### config.mk
export PLATFORM = sky130hd
export DESIGN_NAME = dpsb_isqrt
export DESIGN_NICKNAME = d
export VERILOG_FILES = /design/src/sv/dpsb_isqrt.sv
export SDC_FILE = /design/constraint.sdc
export NUM_CORES = 1
export LEC_CHECK = 0
export BUFFER_PORTS_ARGS = -buffer_cell sky130_fd_sc_hd__buf_2
export CAP_MARGIN = 0
export CORE_ASPECT_RATIO = 0.8
export CORE_MARGIN = 2
export CORE_UTILIZATION = 25
export CTS_CLUSTER_SIZE = 20
export DETAILED_ROUTE_END_ITERATION = 10
export SYNTH_ARGS = -nofsm -noshare
export SYNTH_HDL_FRONTEND = slang
export SYNTH_SLANG_ARGS = --single-unit
### constraint.sdc
create_clock -name clk_i -period 8.89 [get_ports clk_i]
set_input_delay 1.778 -clock clk_i [delete_from_list [all_inputs] [get_ports clk_i]]
set_output_delay 1.778 -clock clk_i [all_outputs]
set_load 0.03 [all_outputs]
### src/sv/dpsb_isqrt.sv
// Iterative integer square root, one result bit per cycle.
// No dependencies.
module dpsb_isqrt (
  input  logic        clk_i,
  input  logic        rst_ni,
  input  logic        start_i,
  input  logic [30:0] val_i,
  output logic        done_o,
  output logic [15:0] root_o
);

  logic [31:0] v_q;
  logic [31:0] r_q;
  logic [31:0] bit_q;
  logic [3:0]  cnt_q;
  logic        run_q;
  logic [31:0] trial_w;

  assign trial_w = r_q + bit_q;
  assign root_o  = r_q[15:0];

  // Step the digit recurrence
  always_ff @(posedge clk_i or negedge rst_ni) begin
    if (!rst_ni) begin
      run_q  <= 1'b0;
      done_o <= 1'b0;
      cnt_q  <= '0;
    end else begin
      done_o <= 1'b0;
      if (start_i) begin
        v_q   <= {1'b0, val_i};
        r_q   <= '0;
        bit_q <= 32'h4000_0000;
        cnt_q <= '0;
        run_q <= 1'b1;
      end else if (run_q) begin
        if (v_q >= trial_w) begin
          v_q <= v_q - trial_w;
          r_q <= (r_q >> 1) + bit_q;
        end else begin
          r_q <= r_q >> 1;
        end
        bit_q <= bit_q >> 2;
        cnt_q <= cnt_q + 4'd1;
        if (cnt_q == 4'd15) begin
          run_q  <= 1'b0;
          done_o <= 1'b1;
        end
      end
    end
  end

endmodule

# == Yosys cells after proc, flatten, opt, wreduce, memory -nomap -nowiden ==
# Index checks and enable logic that the tools add are counted.
# W data, S select, Z words.
# op_classes
add_sub_neg,4
order_cmp,1
n_eq_ne,1
muxes,14
n_reduce_logical,3
# op_table
operator,n
$mux W32,5
$add A31 B32 Y32,1
$add A32 B32 Y32,1
$ge A32 B32 Y1,1
$sub A32 B32 Y32,1
$mux W31,1
$mux W4,2
$mux W1,6
$add A4 B1 Y4 const B,1
$eq A4 B4 Y1 const B,1
$reduce_bool A2 Y1,2
$reduce_and A3 Y1,1
# totals
ff_bits,102
in_bits,34
out_inout_bits,17

# == Depth between registers and ports, before layout ==
# depth
depth_word,5
mapped_depth,25
depth_no_buf,22

# == Least setup slack after synthesis ==
# Ideal clock, no wire load.
# synth_path
kind,reg-to-reg
from,register r_q[15]
to,register v_q[0] (enable)
setup_ns,0.390
t_arrival_ns,4.962
required_time_ns,8.500
setup_slack_ns,3.538
path_stages_with_launch,22
n_path_buf,2
synth_period_minus_slack_ns,5.352
path_cell_list,edfxtp_1 ha_1 a21o_1 a21o_1 a2111oi_0 o32a_1 o21ai_1 a31o_2 a21o_1 a21oi_1 xor2_1 ha_1 buf_2 nand4_1 or2_1 nor2_1 a211oi_1 o211a_1 or2_2 clkbuf_1 a21oi_1 o21a_1
# synth_between
elab_chain_cells,4
# synth_lines
item,line_no,text
from (decl),13,logic [31:0] r_q;
from (signal assigned),39,r_q <= (r_q >> 1) + bit_q;
from (signal assigned),41,r_q <= r_q >> 1;
$add A32 B32 Y32,19,assign trial_w = r_q + bit_q;
$ge A32 B32 Y1,37,if (v_q >= trial_w) begin
$reduce_bool A2 Y1 (no source line),n/a,
$reduce_and A3 Y1 (no source line),n/a,
to (signal assigned),31,"v_q <= {1'b0, val_i};"
to (signal assigned),38,v_q <= v_q - trial_w;
to (decl),12,logic [31:0] v_q;
# Every way passes these cells.
# A chain may end at the register's enable or synchronous reset.

# == Worst setup path after layout ==
# layout_path
from,register r_q[15]
to,register v_q[6] (enable)
# The elaborated chain is that of the path after synthesis.

==> impl_metrics.py <==
metrics = {
    "status": {
        "status": "finished, final reports clean",
    },
    "synthesis": {
        "yosysSeqAreaShare_pct": 30.7,
        "yosysTopAreaCellShare_pct": 29.2,
        "synth_area_mm2": 0.00986,
        "avgSynthCellArea_um2": 8.88,
        "synth_edf_count": 96,
        "synth_ff_type": "edfxtp_1",
        "async_flop_share_pct": 5.88,
        "yosysTopAreaCell": "edfxtp_1",
        "synth_cell_types": 81,
        "synth-seq-cells": 102,
        "synthCells": 1111,
        "syn-num-nets": 1243,
        "ys_warn_count": 0,
        "ys_top_cells_by_area": "edfxtp_1, ha_1, a21o_1",
    },
    "clock_tree": {
        "path_clk_slew_ns": 0.08,
        "cts_tree": "built",
        "cts_max_level": 3,
        "ctsResizeCount": 0,
        "clock_path_buffers": 2,
        "cts_sinks": 102,
        "root_buffer": "clkbuf_16",
        "hold_buffers": 0,
        "clk_latency_ns": 0.39,
        "post_cts_buffers": 0,
        "numCtsBuffers": 9,
    },
    "route": {
        "drt_wl_total_um": 27800,
        "vias": 8421,
        "via_per_inst": 5.08,
        "drt_iter0_markers": 647,
        "firstDrtPassIters": 5,
        "drcViolationCount": 0,
        "ant_nets": 0,
        "wire_per_inst_um": 16.8,
    },
    "cells_and_area": {
        "layout_common_cells": "nor2_1, nand2_1, edfxtp_1",
        "final_common_cell": "nor2_1",
        "area.growth.synth_to_final_pct": 9.74,
        "fill_cells": 4291,
        "finish.instance_area_mm2": 0.0108,
        "final_nets": 1248,
        "drive_gt1_share_pct": 8.74,
        "antenna_cells": 0,
    },
    "die": {
        "fp-row-count": 65,
        "boundaryPins": 51,
        "die_area_mm2": 0.0411,
        "core-area_mm2": 0.0392,
        "die_y_um": 182,
        "initial_core_util_pct": 25.2,
        "die-width_um": 226,
    },
    "sta": {
        "slew_viol_final": 0,
        "relSlewSlack_pct": 37.4,
        "clock_skew_ns": 0.0169,
        "fin_crit_sh_pct": 65.3,
        "grt_setup_unrepaired": "no",
        "worst_pin_slew_ns": 0.939,
        "hold_viol": 0,
        "tns_ns": 0,
        "max_freq_ghz": 0.172,
        "setup_viol": 0,
        "layout_min_cycle_time_ns": 5.80,
    },
    "place": {
        "portBuffers": 50,
        "place_hpwl_um": 20900,
        "place_congestion": 0.874,
        "postPlaceCellArea_mm2": 0.0105,
    },
    "setup_path": {
        "arrival_ns": 5.85,
        "cp-end-kind": "flop",
        "required_ns": 8.94,
        "cpPeakStageDelay_ns": 0.47,
        "rrSetupSlack_ns": 3.09,
        "crit_chain": "ha_1 > a21o_1 > a21o_1 > a2111oi_0 > o32a_1 > o21ai_1 > a31o_2 > a21o_1 > a21oi_1 > xor2_1 > ha_1 > nand4_1 > or2_1 > nor3_1 > o2111ai_1 > a21oi_1 > o21a_1 > buf_4",
        "regToRegStartpoint": "r_q[15]",
        "r2r-end": "v_q[6]",
        "critical_path.slowest_cell": "edfxtp_1",
        "critPathKind": "flop to flop",
        "crit_start": "r_q[15]",
        "setup.worst_path.start_class": "flop",
        "crit_end": "v_q[6]",
        "r2r_cells": 18,
        "cp_max_fo": 27,
        "cp_common_cell": "a21o_1",
    },
    "grt": {
        "grt_pass1_wl_um": 44300,
        "global_route.overflow_total": 0,
        "grt_use_met1_pct": 20.3,
        "antenna_found_initial": 0,
        "grt_use_met3_pct": 3.35,
        "top_usage_layer": "met1",
        "grt_max_degree": 75,
        "grt_pass1_vias": 7916,
        "grt_use_total_pct": 13.8,
        "met2_usage_pct": 20.1,
    },
    "worst_hold_path": {
        "min_path_type": "flop to flop",
        "hp-start": "cnt_q[3]",
    },
    "job": {
        "max-cap-violations": 0,
    },
}
[registers in the layout, indices dropped and copies added, names as in the netlist]
signal and count:
v_q 32, done_o 1, bit_q 32, cnt_q 4
run_q 1, r_q 32
[critical path: cells and delay by family (launching register included)]
| kind | cells | cell delay [ns] |
|---|---|---|
| compound gates | 11 | 2.73 |
| fa+ha+maj | 2 | 0.87 |
| simple gates | 3 | 0.86 |
| flops | 1 | 0.47 |
| buf+inv | 1 | 0.41 |
| xor+xnor | 1 | 0.09 |
[routing by layer]
| metal | wire [um] | part of all wire [%] | vias up |
|---|---|---|---|
| li1 | - | - | 4159 |
| met2 | 11700 | 42 | 214 |
| met3 | 1570 | 5.7 | 25 |
| met4 | 388 | 1.4 | 0 |
| met1 | 14200 | 51 | 4023 |
| met5 | 0 | 0 | - |
[worst min path at each step]
| stage | to | slack, ns | cells past startpoint |
|---|---|---|---|
| 2_1_floorplan | cnt_q[3] | 0.51 | 2 |
| 3_3_place_gp | cnt_q[3] | 0.53 | 2 |
| 3_5_place_dp | cnt_q[3] | 0.54 | 2 |
| 4_1_cts | cnt_q[3] | 0.56 | 2 |
| 5_1_grt | cnt_q[3] | 0.60 | 2 |
| 6_report | cnt_q[3] | 0.55 | 2 |
[metrics by stage]
stage,utilization [%],worst slack (ns),std cells,hold WS (ns)
after CTS,27.6,3.11,1657,0.560
after global placement,26.8,3.30,1641,0.529
after floorplan,-,3.54,1111,0.505
final,27.6,3.09,1657,0.553
after detailed placement,26.8,3.13,1641,0.540
after global routing,27.6,2.58,1657,0.596
[layout make-up]
class / instances / area [um^2] / share of cell area (%)
multi-input combinational: 915 / 6390 / 59.0
sequential: 102 / 3040 / 28.1
tap: 536 / 671 / 6.20
timing repair buffer: 57 / 308 / 2.84
clock buffer: 13 / 282 / 2.60
inverter: 31 / 116 / 1.07
clock inverter: 3 / 22.5 / 0.208
[cell usage after synthesis, types with 6 or more instances]
cell type and n:
nor2_1 119, nand2_1 113, edfxtp_1 96, ha_1 95, a21oi_1 64, a21o_1 62, o21ai_0 50, xnor2_1 46
clkbuf_1 36, mux2i_1 35, inv_1 31, xor2_1 29, o31ai_1 26, a311oi_1 23, nand3_1 23, o21a_1 23
buf_4 19, nand2b_1 18, a211oi_1 15, nand4_1 15, nor3_1 15, nor2b_1 11, o21bai_1 10, a31oi_1 7
or3_1 7, and3_1 6, dfrtp_1 6, o21ai_1 6
[logic make-up after synthesis]
| kind of cell | after synthesis | share of synthesized area (%) |
|---|---|---|
| compound gates | 343 | 24.6 |
| xor+xnor | 75 | 6.66 |
| fa+ha+maj | 98 | 12.7 |
| buf+inv | 94 | 4.48 |
| flops | 102 | 30.7 |
| mux | 36 | 3.67 |
| simple gates | 363 | 17.2 |
Power is left out: the tool's default activity adds up to more than one toggle a clock period on the data nets, which glitch-free logic cannot reach.
